$ cat src/design/ffcs_pkg.sv
// shared types and constants of the feed first-cut sequencer
package ffcs_pkg;

    localparam int STEP_W  = 4;
    localparam int CFG_IDX_W = 3;
    localparam int CFG_DATA_W = 16;
    localparam int POS_W = 11;
    localparam int OFS_W = 8;
    localparam int TARGET_W = 12;
    localparam int DELAY_W = 16;
    localparam int STAMP_W = 32;
    localparam int NMS_W = 2;

    // sequencer steps
    localparam logic [STEP_W-1:0] STEP_RETRACT_FEED_A = 4'd0;
    localparam logic [STEP_W-1:0] STEP_MOVE_FIRST_START = 4'd1;
    localparam logic [STEP_W-1:0] STEP_CLAMP_A = 4'd2;
    localparam logic [STEP_W-1:0] STEP_DELAY_A = 4'd3;
    localparam logic [STEP_W-1:0] STEP_MOVE_FIRST_END = 4'd4;
    localparam logic [STEP_W-1:0] STEP_WAIT_MOTOR = 4'd5;
    localparam logic [STEP_W-1:0] STEP_RETRACT_FEED_B = 4'd6;
    localparam logic [STEP_W-1:0] STEP_MOVE_SECOND_START = 4'd7;
    localparam logic [STEP_W-1:0] STEP_CLAMP_B = 4'd8;
    localparam logic [STEP_W-1:0] STEP_DELAY_B = 4'd9;
    localparam logic [STEP_W-1:0] STEP_MOVE_SECOND_END = 4'd10;
    localparam logic [STEP_W-1:0] STEP_FINISH = 4'd11;

    // register indexes
    localparam logic [CFG_IDX_W-1:0] REG_FIRST_START_POS = 3'd0;
    localparam logic [CFG_IDX_W-1:0] REG_FIRST_END_POS = 3'd1;
    localparam logic [CFG_IDX_W-1:0] REG_SECOND_START_POS = 3'd2;
    localparam logic [CFG_IDX_W-1:0] REG_SECOND_END_POS = 3'd3;
    localparam logic [CFG_IDX_W-1:0] REG_MINIS_OFFSET = 3'd4;
    localparam logic [CFG_IDX_W-1:0] REG_CLAMP_DELAY_MS = 3'd5;
    localparam logic [CFG_IDX_W-1:0] REG_MINIS_MODE = 3'd6;

    // machine state requests
    localparam logic [NMS_W-1:0] NMS_STAY = 2'd0;
    localparam logic [NMS_W-1:0] NMS_CUTTING = 2'd1;
    localparam logic [NMS_W-1:0] NMS_IDLE = 2'd2;

    // register reset values
    localparam logic [POS_W-1:0] RST_FIRST_START_POS = 11'h788;   // -120
    localparam logic [POS_W-1:0] RST_FIRST_END_POS = 11'd340;
    localparam logic [POS_W-1:0] RST_SECOND_START_POS = 11'h788;  // -120
    localparam logic [POS_W-1:0] RST_SECOND_END_POS = 11'h7fb;    // -5
    localparam logic [OFS_W-1:0] RST_MINIS_OFFSET = 8'he7;        // -25
    localparam logic [DELAY_W-1:0] RST_CLAMP_DELAY_MS = 16'd400;

    typedef struct packed {
        logic [POS_W-1:0]   first_start_pos;
        logic [POS_W-1:0]   first_end_pos;
        logic [POS_W-1:0]   second_start_pos;
        logic [POS_W-1:0]   second_end_pos;
        logic [OFS_W-1:0]   minis_offset;
        logic [DELAY_W-1:0] clamp_delay_ms;
        logic               minis_mode;
    } cfg_t;

    typedef struct packed {
        logic               mode;
        logic [STAMP_W-1:0] time_ms;
        logic               motor_ready;
        logic               no_wood_clear;
        logic               start_switch_on;
    } item_t;

    typedef struct packed {
        logic [STEP_W-1:0]   step_now;
        logic                feed_clamp_retract;
        logic                extend_feed_clamp;
        logic                retract_top_clamp;
        logic                move_valid;
        logic [TARGET_W-1:0] move_target;
        logic                set_start_safe;
        logic                clear_no_wood;
        logic [NMS_W-1:0]    next_machine_state;
    } res_t;

endpackage

$ cat src/design/feed_first_cut_sequencer_core.sv
// top level of the feed first-cut sequencer: input stage, step state and result register
//
//  channel | direction | ports                                   | content
//  --------+-----------+-----------------------------------------+----------------------------
//  s_      | in        | s_tvalid s_tready s_tdata[39:0] s_tuser | poll or reset item
//  m_      | out       | m_tvalid m_tready m_tdata[23:0]         | one result beat per item
//  cfg_    | in        | cfg_we cfg_index[2:0] cfg_data[15:0]    | register writes, no read-back
//
// one beat per cycle sustained while the m_ side is ready; an input beat lands in the
// input register, the step logic works on it combinationally and the result lands in
// the output register
// aresetn is synchronous, active low: step 0, timer mark 0, registers to defaults
// a stalled m_ side holds the result; the input register keeps taking a beat as long
// as the result register is free or being drained in the same cycle
module feed_first_cut_sequencer_core
    import ffcs_pkg::*;
#(
    parameter int TIME_BITS = 32
) (
    input  logic                  aclk,
    input  logic                  aresetn,
    input  logic                  s_tvalid,
    output logic                  s_tready,
    // [31:0] time_ms, [32] motor_ready, [33] no_wood_clear, [34] start_switch_on, [39:35] zero
    input  logic [39:0]           s_tdata,
    // [0] mode: 0 poll, 1 enter or exit reset
    input  logic                  s_tuser,
    output logic                  m_tvalid,
    input  logic                  m_tready,
    // [3:0] step_now, [4] feed_clamp_retract, [5] extend_feed_clamp, [6] retract_top_clamp,
    // [7] move_valid, [19:8] move_target, [20] set_start_safe, [21] clear_no_wood,
    // [23:22] next_machine_state
    output logic [23:0]           m_tdata,
    input  logic                  cfg_we,
    input  logic [CFG_IDX_W-1:0]  cfg_index,
    input  logic [CFG_DATA_W-1:0] cfg_data
);

    cfg_t                 cfg;
    item_t                item_reg;
    logic                 in_valid_reg;
    logic [STEP_W-1:0]    step_reg;
    logic [STEP_W-1:0]    step_next;
    logic [TIME_BITS-1:0] wait_start_reg;
    logic [TIME_BITS-1:0] wait_start_next;
    res_t                 res_next;
    res_t                 res_reg;
    logic                 out_valid_reg;
    logic                 advance_item;

    ffcs_cfg_regs u_cfg_regs (
        .aclk      (aclk),
        .aresetn   (aresetn),
        .cfg_we    (cfg_we),
        .cfg_index (cfg_index),
        .cfg_data  (cfg_data),
        .cfg       (cfg)
    );

    ffcs_step_logic #(
        .TIME_BITS (TIME_BITS)
    ) u_step_logic (
        .item            (item_reg),
        .cfg             (cfg),
        .step            (step_reg),
        .wait_start      (wait_start_reg),
        .step_next       (step_next),
        .wait_start_next (wait_start_next),
        .res             (res_next)
    );

    // item in the input register moves on when the result register can take it
    assign advance_item = in_valid_reg && (!out_valid_reg || m_tready);
    assign s_tready = !in_valid_reg || advance_item;

    // control state
    always_ff @(posedge aclk) begin
        if (!aresetn) begin
            in_valid_reg <= 1'b0;
            out_valid_reg <= 1'b0;
            step_reg <= STEP_RETRACT_FEED_A;
            wait_start_reg <= '0;
        end else begin
            if (s_tready) begin
                in_valid_reg <= s_tvalid;
            end
            if (advance_item) begin
                out_valid_reg <= 1'b1;
                step_reg <= step_next;
                wait_start_reg <= wait_start_next;
            end else if (m_tready) begin
                out_valid_reg <= 1'b0;
            end
        end
    end

    // payload
    always_ff @(posedge aclk) begin
        if (s_tready && s_tvalid) begin
            item_reg.mode <= s_tuser;
            item_reg.time_ms <= s_tdata[31:0];
            item_reg.motor_ready <= s_tdata[32];
            item_reg.no_wood_clear <= s_tdata[33];
            item_reg.start_switch_on <= s_tdata[34];
        end
        if (advance_item) begin
            res_reg <= res_next;
        end
    end

    assign m_tvalid = out_valid_reg;
    assign m_tdata = {res_reg.next_machine_state,
                      res_reg.clear_no_wood,
                      res_reg.set_start_safe,
                      res_reg.move_target,
                      res_reg.move_valid,
                      res_reg.retract_top_clamp,
                      res_reg.extend_feed_clamp,
                      res_reg.feed_clamp_retract,
                      res_reg.step_now};

endmodule

$ cat src/design/ffcs_cfg_regs.sv
// configuration register file of the feed sequencer
module ffcs_cfg_regs
    import ffcs_pkg::*;
(
    input  logic                  aclk,
    input  logic                  aresetn,
    input  logic                  cfg_we,
    input  logic [CFG_IDX_W-1:0]  cfg_index,
    input  logic [CFG_DATA_W-1:0] cfg_data,
    output cfg_t                  cfg
);

    cfg_t cfg_reg;
    cfg_t cfg_next;

    always_comb begin
        cfg_next = cfg_reg;
        if (cfg_we) begin
            case (cfg_index)
                REG_FIRST_START_POS:  cfg_next.first_start_pos = cfg_data[POS_W-1:0];
                REG_FIRST_END_POS:    cfg_next.first_end_pos = cfg_data[POS_W-1:0];
                REG_SECOND_START_POS: cfg_next.second_start_pos = cfg_data[POS_W-1:0];
                REG_SECOND_END_POS:   cfg_next.second_end_pos = cfg_data[POS_W-1:0];
                REG_MINIS_OFFSET:     cfg_next.minis_offset = cfg_data[OFS_W-1:0];
                REG_CLAMP_DELAY_MS:   cfg_next.clamp_delay_ms = cfg_data[DELAY_W-1:0];
                REG_MINIS_MODE:       cfg_next.minis_mode = cfg_data[0];
                default:              cfg_next = cfg_reg;
            endcase
        end
    end

    always_ff @(posedge aclk) begin
        if (!aresetn) begin
            cfg_reg.first_start_pos <= RST_FIRST_START_POS;
            cfg_reg.first_end_pos <= RST_FIRST_END_POS;
            cfg_reg.second_start_pos <= RST_SECOND_START_POS;
            cfg_reg.second_end_pos <= RST_SECOND_END_POS;
            cfg_reg.minis_offset <= RST_MINIS_OFFSET;
            cfg_reg.clamp_delay_ms <= RST_CLAMP_DELAY_MS;
            cfg_reg.minis_mode <= 1'b0;
        end else begin
            cfg_reg <= cfg_next;
        end
    end

    assign cfg = cfg_reg;

endmodule

$ cat src/design/ffcs_step_logic.sv
// one sequencer step: next step, timer mark and result beat
module ffcs_step_logic
    import ffcs_pkg::*;
#(
    parameter int TIME_BITS = 32
) (
    input  item_t                item,
    input  cfg_t                 cfg,
    input  logic [STEP_W-1:0]    step,
    input  logic [TIME_BITS-1:0] wait_start,
    output logic [STEP_W-1:0]    step_next,
    output logic [TIME_BITS-1:0] wait_start_next,
    output res_t                 res
);

    logic [TIME_BITS-1:0] now;
    logic [TIME_BITS-1:0] elapsed;
    logic                 delay_done;
    logic [TARGET_W-1:0]  second_end;

    assign now = TIME_BITS'(item.time_ms);
    assign elapsed = now - wait_start;
    assign delay_done = elapsed >= TIME_BITS'(cfg.clamp_delay_ms);

    // second end, shifted by the offset in minis mode
    assign second_end = {cfg.second_end_pos[POS_W-1], cfg.second_end_pos}
        + (cfg.minis_mode ? {{(TARGET_W-OFS_W){cfg.minis_offset[OFS_W-1]}}, cfg.minis_offset}
                          : {TARGET_W{1'b0}});

    always_comb begin
        logic advance;
        advance = 1'b0;
        res = '0;
        step_next = step;
        wait_start_next = wait_start;
        if (item.mode) begin
            step_next = STEP_RETRACT_FEED_A;
            wait_start_next = '0;
        end else begin
            case (step)
                STEP_RETRACT_FEED_A, STEP_RETRACT_FEED_B: begin
                    res.feed_clamp_retract = 1'b1;
                    advance = 1'b1;
                end
                STEP_MOVE_FIRST_START: begin
                    if (item.motor_ready) begin
                        res.move_valid = 1'b1;
                        res.move_target = {cfg.first_start_pos[POS_W-1], cfg.first_start_pos};
                        advance = 1'b1;
                    end
                end
                STEP_MOVE_FIRST_END: begin
                    if (item.motor_ready) begin
                        res.move_valid = 1'b1;
                        res.move_target = {cfg.first_end_pos[POS_W-1], cfg.first_end_pos};
                        advance = 1'b1;
                    end
                end
                STEP_MOVE_SECOND_START: begin
                    if (item.motor_ready) begin
                        res.move_valid = 1'b1;
                        res.move_target = {cfg.second_start_pos[POS_W-1],
                                           cfg.second_start_pos};
                        advance = 1'b1;
                    end
                end
                STEP_MOVE_SECOND_END: begin
                    if (item.motor_ready) begin
                        res.move_valid = 1'b1;
                        res.move_target = second_end;
                        advance = 1'b1;
                    end
                end
                STEP_CLAMP_A, STEP_CLAMP_B: begin
                    if (item.motor_ready) begin
                        res.extend_feed_clamp = 1'b1;
                        // top clamp stays put on the first run when leaving no-wood
                        res.retract_top_clamp = (step == STEP_CLAMP_B) || !item.no_wood_clear;
                        advance = 1'b1;
                    end
                end
                STEP_DELAY_A, STEP_DELAY_B: begin
                    advance = delay_done;
                end
                STEP_WAIT_MOTOR: begin
                    advance = item.motor_ready;
                end
                STEP_FINISH: begin
                    if (item.motor_ready) begin
                        res.set_start_safe = 1'b1;
                        res.clear_no_wood = 1'b1;
                        if (item.start_switch_on) begin
                            res.next_machine_state = NMS_CUTTING;
                            res.extend_feed_clamp = 1'b1;
                        end else begin
                            res.next_machine_state = NMS_IDLE;
                        end
                        step_next = STEP_RETRACT_FEED_A;
                        wait_start_next = '0;
                    end
                end
                default: begin
                    step_next = step;
                end
            endcase
            // any advance clears the timer mark, including out of the clamp steps
            if (advance) begin
                step_next = step + 1'b1;
                wait_start_next = '0;
            end
        end
        res.step_now = step_next;
    end

endmodule

$ cat config.mk
export PLATFORM = sky130hd
export DESIGN_NAME = feed_first_cut_sequencer_core
export DESIGN_NICKNAME = d
export VERILOG_FILES = /design/src/design/ffcs_pkg.sv /design/src/design/feed_first_cut_sequencer_core.sv /design/src/design/ffcs_cfg_regs.sv /design/src/design/ffcs_step_logic.sv
export SDC_FILE = /design/constraint.sdc
export NUM_CORES = 1
export LEC_CHECK = 0
export BUFFER_PORTS_ARGS = -buffer_cell sky130_fd_sc_hd__buf_2
export CORE_ASPECT_RATIO = 1.5
export CORE_UTILIZATION = 53
export CTS_BUF_LIST = sky130_fd_sc_hd__clkbuf_8
export DETAILED_ROUTE_END_ITERATION = 8
export GPL_ROUTABILITY_DRIVEN = 0
export PLACE_DENSITY = 0.78
export SLEW_MARGIN = 30
export SYNTH_ARGS = -nofsm -noshare
export SYNTH_HDL_FRONTEND = slang
export SYNTH_SLANG_ARGS = --single-unit
$ cat constraint.sdc
create_clock -name aclk -period 2.5 [get_ports aclk]
set_input_delay 0.25 -clock aclk [delete_from_list [all_inputs] [get_ports aclk]]
set_output_delay 0.25 -clock aclk [all_outputs]
set_load 0.1 [all_outputs]
-- After elaboration in Yosys (flattened, before gate mapping)
Index checks and enable logic that the tools add are counted.
Widths: inputs -> output; s select.
- bits of input ports: 65
- logic and storage cells: 103
- flip-flop bits (word level): 167
- output and inout port bits: 26
- mux-type cells: 26
- eq/ne operators: 17
- reductions and logical operators: 28
- add/subtract/negate cells: 3
- bitwise logic cells: 3
- magnitude comparators: 1
- operators by type and width (cell ; number):
    $mux 32 ; 4
    $mux 13 ; 4
    $pmux 13 s4 ; 1
    $ge 32x16->1 ; 1
    $sub 32x32->32 ; 1
    $mux 4 ; 5
    $eq 4x3->1 const B ; 4
    $eq 4x4->1 const B ; 4
    $reduce_and 2->1 ; 7
    $add 12x12->12 ; 1
    $mux 12 ; 1
    $eq 3x3->1 const B ; 3
    $eq 4x2->1 const B ; 2
    $reduce_or 2->1 ; 4
    $mux 1 ; 7
    $eq 3x2->1 const B ; 2
    $reduce_bool 3->1 ; 2
    $reduce_or 3->1 ; 2
    $reduce_or 6->1 ; 1
    $add 4x1->4 const B ; 1
    $eq 4x1->1 const B ; 1
    $logic_not 4->1 ; 1
    $mux 2 ; 2
    $pmux 1 s4 ; 1
    9 further kinds ; 16

-- Depth between registers and ports, before layout
Gate-level depths: netlist (run 1).
- word-level depth: 6
- mapped depth: 10
- depth with buffers taken out: 10

-- Hierarchy
Synthesis (run 1) repeated with hierarchy kept, for this count alone.
- cell total of the unflattened synthesis: 1081
- area, all modules: 9957.0 um^2
- by module, submodules not included (module ; times used ; area each (um^2) ; cells an instance ; sequential area each (um^2)):
    ffcs_step_logic ; 1 ; 3870.0 ; 595 ; 0.0
    feed_first_cut_sequencer_core ; 1 ; 3363.2 ; 225 ; 2562.5
    ffcs_cfg_regs ; 1 ; 2723.9 ; 261 ; 1381.3

-- Worst setup path after synthesis (run 1)
Ideal clock, no wire load.
- path kind: register to register
- start point: register out_valid_reg, in the netlist m_tvalid
- end point: register item_reg[0] (netlist bit), enable pin
- data required time: 2.076 ns
- path buffers: 0
- setup slack: -0.541 ns
- arrival: 2.616 ns
- cell stages (with the launch flop): 4
- cells stage by stage: dfxtp_1 -> nor2b_1 -> nand2_1 -> and2_1
- longest elaborated chain between the ends: 5
- ends and longest elaborated chain (item ; RTL line ; RTL):
    start: declaration ; feed_first_cut_sequencer_core.sv:48 ; logic out_valid_reg;
    start signal: assignment ; feed_first_cut_sequencer_core.sv:80 ; out_valid_reg <= 1'b0;
    start signal: assignment ; feed_first_cut_sequencer_core.sv:88 ; out_valid_reg <= 1'b1;
    start signal: assignment ; feed_first_cut_sequencer_core.sv:92 ; out_valid_reg <= 1'b0;
    $logic_not 1->1 ; feed_first_cut_sequencer_core.sv:73 ; assign advance_item = in_valid_reg && (!out_valid_reg || m_tready);
    $logic_or 1x1->1 ; feed_first_cut_sequencer_core.sv:73 ;
    $logic_and 1x1->1 ; feed_first_cut_sequencer_core.sv:73 ;
    $logic_or 1x1->1 ; feed_first_cut_sequencer_core.sv:74 ; assign s_tready = !in_valid_reg || advance_item;
    named net s_tready ; feed_first_cut_sequencer_core.sv:23 ; output logic s_tready,
    $logic_and 1x1->1 ; feed_first_cut_sequencer_core.sv:99 ; if (s_tready && s_tvalid) begin
    end: declaration ; feed_first_cut_sequencer_core.sv:40 ; item_t item_reg;
The timed path passes the listed nets, and every way through them passes these cells.
A chain may end at the register's enable or synchronous reset.

-- Worst setup path in the final report (run 1)
- start point: register u_cfg_regs.cfg_reg (netlist bit u_cfg_regs.cfg[0])
- end point: register res_reg (netlist bit m_tdata[18]), data pin
- longest elaborated chain between the ends: 4
- ends and longest elaborated chain (item ; RTL line ; RTL):
    start: declaration ; ffcs_cfg_regs.sv:13 ; cfg_t cfg_reg;
    start signal: assignment ; ffcs_cfg_regs.sv:42 ; cfg_reg <= cfg_next;
    $mux 12 ; ffcs_step_logic.sv:27 ; + (cfg.minis_mode ? {{(TARGET_W-OFS_W){cfg.minis_offset[OFS_W-1]}}, cfg.minis_offset}
    $add 12x12->12 ; ffcs_step_logic.sv:27 ;
    $mux 13 ; ffcs_step_logic.sv:68 ; if (item.motor_ready) begin
    $pmux 13 s4 ; ffcs_step_logic.sv:40 ; case (step)
    end signal: assignment ; feed_first_cut_sequencer_core.sv:107 ; res_reg <= res_next;
    end: declaration ; feed_first_cut_sequencer_core.sv:47 ; res_t res_reg;
Every way passes these cells.

==> run_results.csv, run 1 <==
group,metric,value,unit
outcome,status,"completed",
clock_network,clock_latency,430,ps
min_path,hold_path.class,"in2reg",
sta,period_share,0.966,
finish,layout_common_cells,"nand2_1, buf_2, dfxtp_1",
sta,setup_violations,0,
place,dp_hpwl,9.35,mm
sta,maxSlewViolCount,0,
clock_network,clkSinkCount,134,
clock_network,postCtsSetupBuffers,0,
critical_path,end_kind,"register",
critical_path,critPathLaunch,"u_cfg_regs.cfg[0]",
finish,finish.net_count,861,
pwr,p_per_area,613,nW/um2
pwr,combPwrFrac,0.120,
yosys,synthCells,640,
finish,n_fill_cell,874,
grt,antenna_found_initial,0,
place,dp.cells,856,
critical_path,critPathKind,"reg2reg",
finish,syn_to_final_growth,21.9,%
routing,first_iter_violations,362,
grt,overflow,0,
routing,wl,13.8,mm
floorplan,num_rows,47,
clock_network,cts_made_buffers,17,
yosys,ys.warnings.count,0,
yosys,yosys.area.top_type,"edfxtp_1",
floorplan,die_x,90.1,um
sta,fin_crit,2410,ps
clock_network,clk_path_buf_depth,2,
floorplan,die_area,12100,um2
place,io_buffer_count,85,
yosys,synth_edf_count,59,
sta,fin_tns_setup,0,ps
floorplan,io-pin-count,91,
grt,grt_pass1_vias,5056,
floorplan,initial_core_util,0.552,
critical_path,arrival,2590,ps
pwr,clkPwrFrac,0.358,
yosys,synth-seq-cells,134,
routing,wire_per_inst,14.9,um
pwr,switchingPower,1150,uW
routing,ant_nets,0,
critical_path,cp_max_fo,4,
pwr,peakVddDrop,463,uV
yosys,netlist_area,6170,um2
clock_network,clk_pin_slew,70,ps
critical_path,cp.required,2680,ps
critical_path,timing.rr.start,"u_cfg_regs.cfg[0]",
yosys,synth-main-ff-cell,"dfxtp_1",
sta,fmax,414,MHz
clock_network,cts_htree_levels,4,
sta,worstMarginPinSlew,826,ps
min_path,min_from,"s_tvalid",
routing,drc,0,
routing,viasPerCell,5.49,
grt,groute.usage.overall,0.242,
floorplan,fp.coreArea,11200,um2
finish,drive_above_1_share,0.179,
floorplan,dieHeight,134,um
pwr,swShare,0.249,
yosys,synth-async-reset-ratio,0,
finish,largest_reg_flops,69,
yosys,synth_area_per_cell,9.63,um2
grt,grt_max_degree,70,
yosys,ys_seq_area_frac,0.531,
routing,drt_first_pass_iters,5,
pwr,p_total,4610,uW
pwr,p_leak,0.00305,uW
finish,diodes,0,
grt,grt_pass1_wl,23.0,mm
sta,fin_worst_skew,6.39,ps
yosys,yosysUniqueCellTypes,52,
yosys,synthTopCellsByArea,"edfxtp_1, dfxtp_1, nand2_1",
sta,maxSlewHeadroom,0.445,
sta,hold_viol,0,
yosys,synth.top_cell.area_share,0.287,
sta,rsz0062_at_grt,"false",
routing,vias,5074,
clock_network,cts_root_buf,"clkbuf_8",
finish,final_cells,924,
job,maxCapViolCount,0,
critical_path,startpoint_type,"register",
pwr,internal_power,3460,uW
finish,final_common_cell,"nand2_1",
yosys,syn_nets,737,
pwr,seqPwrFrac,0.523,
clock_network,cts_tree,"yes",
-- layout make-up --
class / count / area, um2 / area share
Timing Repair Buffer: 134 / 883 / 0.118
Clock inverter: 10 / 67.6 / 0.00899
Multi-Input combinational cell: 451 / 2710 / 0.360
Tap cell: 147 / 184 / 0.0245
Sequential cell: 134 / 3270 / 0.436
Clock buffer: 22 / 303 / 0.0403
Inverter: 26 / 97.6 / 0.0130
-- power by group through the flow --
stage / combinational, uW / sequential (uW) / clock [uW]
finish: 551 / 2410 / 1650
detailed placement: 496 / 2460 / 0
global placement: 479 / 2450 / 0
floorplan: 238 / 2570 / 0
global route: 598 / 2420 / 1760
CTS: 543 / 2410 / 1680
-- synth_stat cells, types with 4 or more instances --
| master | number |
|---|---|
| a211oi_1 | 4 |
| a21boi_0 | 37 |
| a21o_1 | 4 |
| a21oi_1 | 19 |
| a222oi_1 | 11 |
| and2_1 | 9 |
| clkbuf_1 | 25 |
| dfxtp_1 | 75 |
| edfxtp_1 | 59 |
| ha_1 | 31 |
| inv_1 | 25 |
| mux2i_1 | 4 |
| nand2_1 | 166 |
| nand2b_1 | 6 |
| nand3_1 | 42 |
| nand4_1 | 5 |
| nor2_1 | 15 |
| nor2b_1 | 9 |
| nor3_1 | 12 |
| nor4_1 | 4 |
| o211ai_1 | 7 |
| o21a_1 | 6 |
| o21ai_0 | 13 |
| o22ai_1 | 4 |
| or3_1 | 5 |
| xnor2_1 | 7 |
-- per-layer routing --
| metal | wire length (um) | vias to the layer above | global-route usage |
|---|---|---|---|
| met1 | 5400 | 2364 | 0.259 |
| met5 | 0 | - | 0 |
| met3 | 522 | 36 | 0.0516 |
| met2 | 7420 | 159 | 0.447 |
| met4 | 435 | 0 | 0.116 |
| li1 | - | 2515 | - |
-- critical path: stages, from the launching register on --
cell and delay, ps:
dfxtp_1 330, and2_1 120, ha_1 180, inv_1 60, fa_2 350, nor2b_2 130, o21a_1 140, o211ai_1 140
a31oi_2 290, nor3_1 80, or3_1 340
-- cell families after synthesis --
family / Yosys count / share of synthesized area
adders and majority gates: 32 / 0.0662
and+or+nand+nor: 282 / 0.204
buffers and inverters: 55 / 0.0351
DFF: 134 / 0.531
xor gates and xnor gates: 7 / 0.00994
muxes: 6 / 0.0101
AOI/OAI and AO/OA: 124 / 0.144
-- per-stage QoR --
stage               hold slack (ps)  setup WS [ps]   util  instance area [um2]
floorplan                       349            164      -                 6170
global placement                426           60.4  0.605                 6760
detailed placement              428           5.06  0.605                 6760
CTS                            46.0           41.6  0.671                 7500
global route                   75.4           2.91  0.673                 7510
finish                         68.9           86.1  0.673                 7510
-- final timing paths --
check,cells past startpoint,endpoint,slack (ps)
max,10,m_tdata[18],90
min,3,in_valid_reg,70
max reg2reg,10,m_tdata[18],90
min reg2reg,2,u_cfg_regs.cfg[22],460
-- what timing repair did --
item                                   CTS  global route
setup endpoints to repair                2             2
pin swaps                                0             2
endpoints found under the hold margin   36             0
gates resized for setup                  1             4
hold buffers                            36             0
(Power assumes the default switching activity.)
==> inputs of run 2 (changes only) <==
Settings changed: CELL_PAD_IN_SITES_DETAIL_PLACEMENT from default to 1, CELL_PAD_IN_SITES_GLOBAL_PLACEMENT from default to 2, CORE_UTILIZATION 53 to 33, PLACE_DENSITY 0.78 to 0.77.
==> run 2 against run 1 <==
  * The run now ends with setup timing left
  * Global-route usage down 6.8 points
  * Final area increased by 3.5%
  * Die area is 59% higher
  * First-iteration DRC count decreased by 51%
  * Setup slack worse by 86 ps
  * Clock skew is 3.9 ps higher
  * Worst hold slack worse by 17 ps
  * Critical path type unchanged
  * Largest cell class unchanged
  * Highest routed layer unchanged
==> run_results.csv, run 2 (synthesized netlist as in run 1, its figures left out) <==
group,metric,value,unit
clock_network,cts_made_buffers,17,
sta,maxSlewHeadroom,0.450,
finish,syn_to_final_growth,26.1,%
finish,diodes,0,
clock_network,clk_path_buf_depth,2,
grt,grt-busiest-layer,"met2",
clock_network,clock_latency,450,ps
critical_path,cp_max_fo,4,
finish,layout_common_cells,"nand2_1, buf_2, dfxtp_1",
critical_path,critPathKind,"reg2reg",
grt,antenna_found_initial,0,
grt,grt_pass1_vias,5363,
sta,rsz0062_at_grt,"true",
clock_network,cts_tree,"yes",
place,place_ws,-109,ps
job,maxCapViolCount,0,
place,dp.cells,963,
finish,final_cells,1035,
pwr,seqPwrFrac,0.501,
min_path,hold_path.class,"in2reg",
sta,fin_hold_ws,51.9,ps
pwr,p_per_area,618,nW/um2
pwr,combPwrFrac,0.118,
grt,overflow,0,
critical_path,crit_chain,"and2_4 -> ha_4 -> inv_2 -> fa_2 -> nor2b_4 -> o21a_1 -> o211ai_1 -> a31oi_2 -> nor3_1 -> or3_1",
grt,grt_max_degree,70,
place,dp_hpwl,11.6,mm
place,post_dp_cell_area,6930,um2
outcome,status,"finished with violations",
clock_network,cts_htree_levels,4,
clock_network,clkSinkCount,134,
finish,finish.net_count,871,
grt,grt_pass1_wl,25.8,mm
floorplan,initial_core_util,0.341,
routing,wl,15.8,mm
sta,fmax,400,MHz
floorplan,die_x,114,um
finish,drive_above_1_share,0.205,
critical_path,slowest_stage,"fa_2",
pwr,peakVddDrop,337,uV
routing,wire_per_inst,15.3,um
pwr,clkPwrFrac,0.381,
sta,worstMarginPinSlew,822,ps
floorplan,io-pin-count,91,
pwr,swShare,0.262,
place,io_buffer_count,85,
finish,final_util,0.430,
sta,fin_crit,2500,ps
floorplan,num_rows,60,
sta,maxSlewViolCount,0,
finish,final_area,7770,um2
routing,viasPerCell,4.88,
finish,final_common_cell,"nand2_1",
floorplan,dieHeight,169,um
critical_path,startpoint_type,"register",
grt,grtUsageMet1,0.191,
routing,drc,0,
pwr,p_leak,0.00309,uW
floorplan,die_area,19200,um2
clock_network,cts_root_buf,"clkbuf_8",
routing,first_iter_violations,179,
critical_path,arrival,2700,ps
floorplan,fp.coreArea,18100,um2
sta,layout_setup_ws,-0.209,ps
sta,fin_worst_skew,10.3,ps
outcome,violations,"setup timing",
grt,grtUsageMet2,0.323,
routing,ant_nets,0,
grt,groute.usage.overall,0.174,
critical_path,end_kind,"register",
routing,vias,5048,
pwr,switchingPower,1260,uW
sta,period_share,1.00,
finish,largest_reg_flops,69,
pwr,internal_power,3550,uW
sta,hold_viol,0,
critical_path,cp.required,2700,ps
clock_network,clk_pin_slew,80,ps
critical_path,critPathMaxStageDelay,410,ps
sta,setup_violations,1,
routing,drt_first_pass_iters,5,
grt,use_met3,0.0343,
-- run 2: cell types whose count changed in the layout (fill, tap and decap cells not counted), moves of 3 or more --
cell and change:
inv_1 -7, clkinvlp_4 +3, clkbuf_8 -5, buf_4 +9
-- run 2: layout make-up --
type | instances | area (um2)
Multi-Input combinational cell | 451 | 2730
Clock buffer | 17 | 234
Tap cell | 248 | 310
Clock inverter | 15 | 163
Inverter | 26 | 97.6
Sequential cell | 134 | 3280
Timing Repair Buffer | 144 | 962
Fill cell | 2071 | 10300
-- run 2: final timing paths --
check                                   startpoint            endpoint  slack, ps  cells after the start
worst max register to register  u_cfg_regs.cfg[17]         m_tdata[18]       -0.2                     10
worst min-delay path                  cfg_data[11]  u_cfg_regs.cfg[12]         50                      3
worst min register to register  u_cfg_regs.cfg[12]  u_cfg_regs.cfg[12]        470                      2
worst max-delay path            u_cfg_regs.cfg[17]         m_tdata[18]       -0.2                     10
-- run 2: what timing repair did --
item                                   CTS  global route
hold buffers                            36             0
buffers inserted                         0             4
resized for setup                        2            14
endpoints found under the hold margin   36             0
pin swaps                                0             9
setup endpoints to repair                2             3
-- run 2: power groups by stage --
stage | logic [uW] | registers, uW | clock network, uW
3_3_place_gp | 499 | 2450 | 0
6_report | 568 | 2410 | 1830
4_1_cts | 564 | 2410 | 1890
5_1_grt | 622 | 2420 | 1990
2_1_floorplan | 238 | 2570 | 0
3_5_place_dp | 519 | 2460 | 0
-- run 2: worst max-delay path: cells and delay by family, from the launching register on --
kind / cells / cell delay [ps]
flops: 1 / 340
simple gates: 4 / 730
compound gates: 3 / 610
fa+ha+maj: 2 / 530
buf+inv: 1 / 40
-- run 2: stage by stage --
stage / TNS [ps] / total power [uW]
3_5_place_dp: -164 / 2980
2_1_floorplan: 0 / 2800
4_1_cts: -2.33 / 4870
6_report: -0.209 / 4810
3_3_place_gp: 0 / 2950
5_1_grt: -173 / 5020
-- run 2: per-layer routing --
metal	wire (um)	up-vias	part of all wire
met2	8620	96	0.54
met1	6460	2404	0.41
met5	0	-	0
met4	257	0	0.016
met3	489	20	0.031
li1	-	2528	-
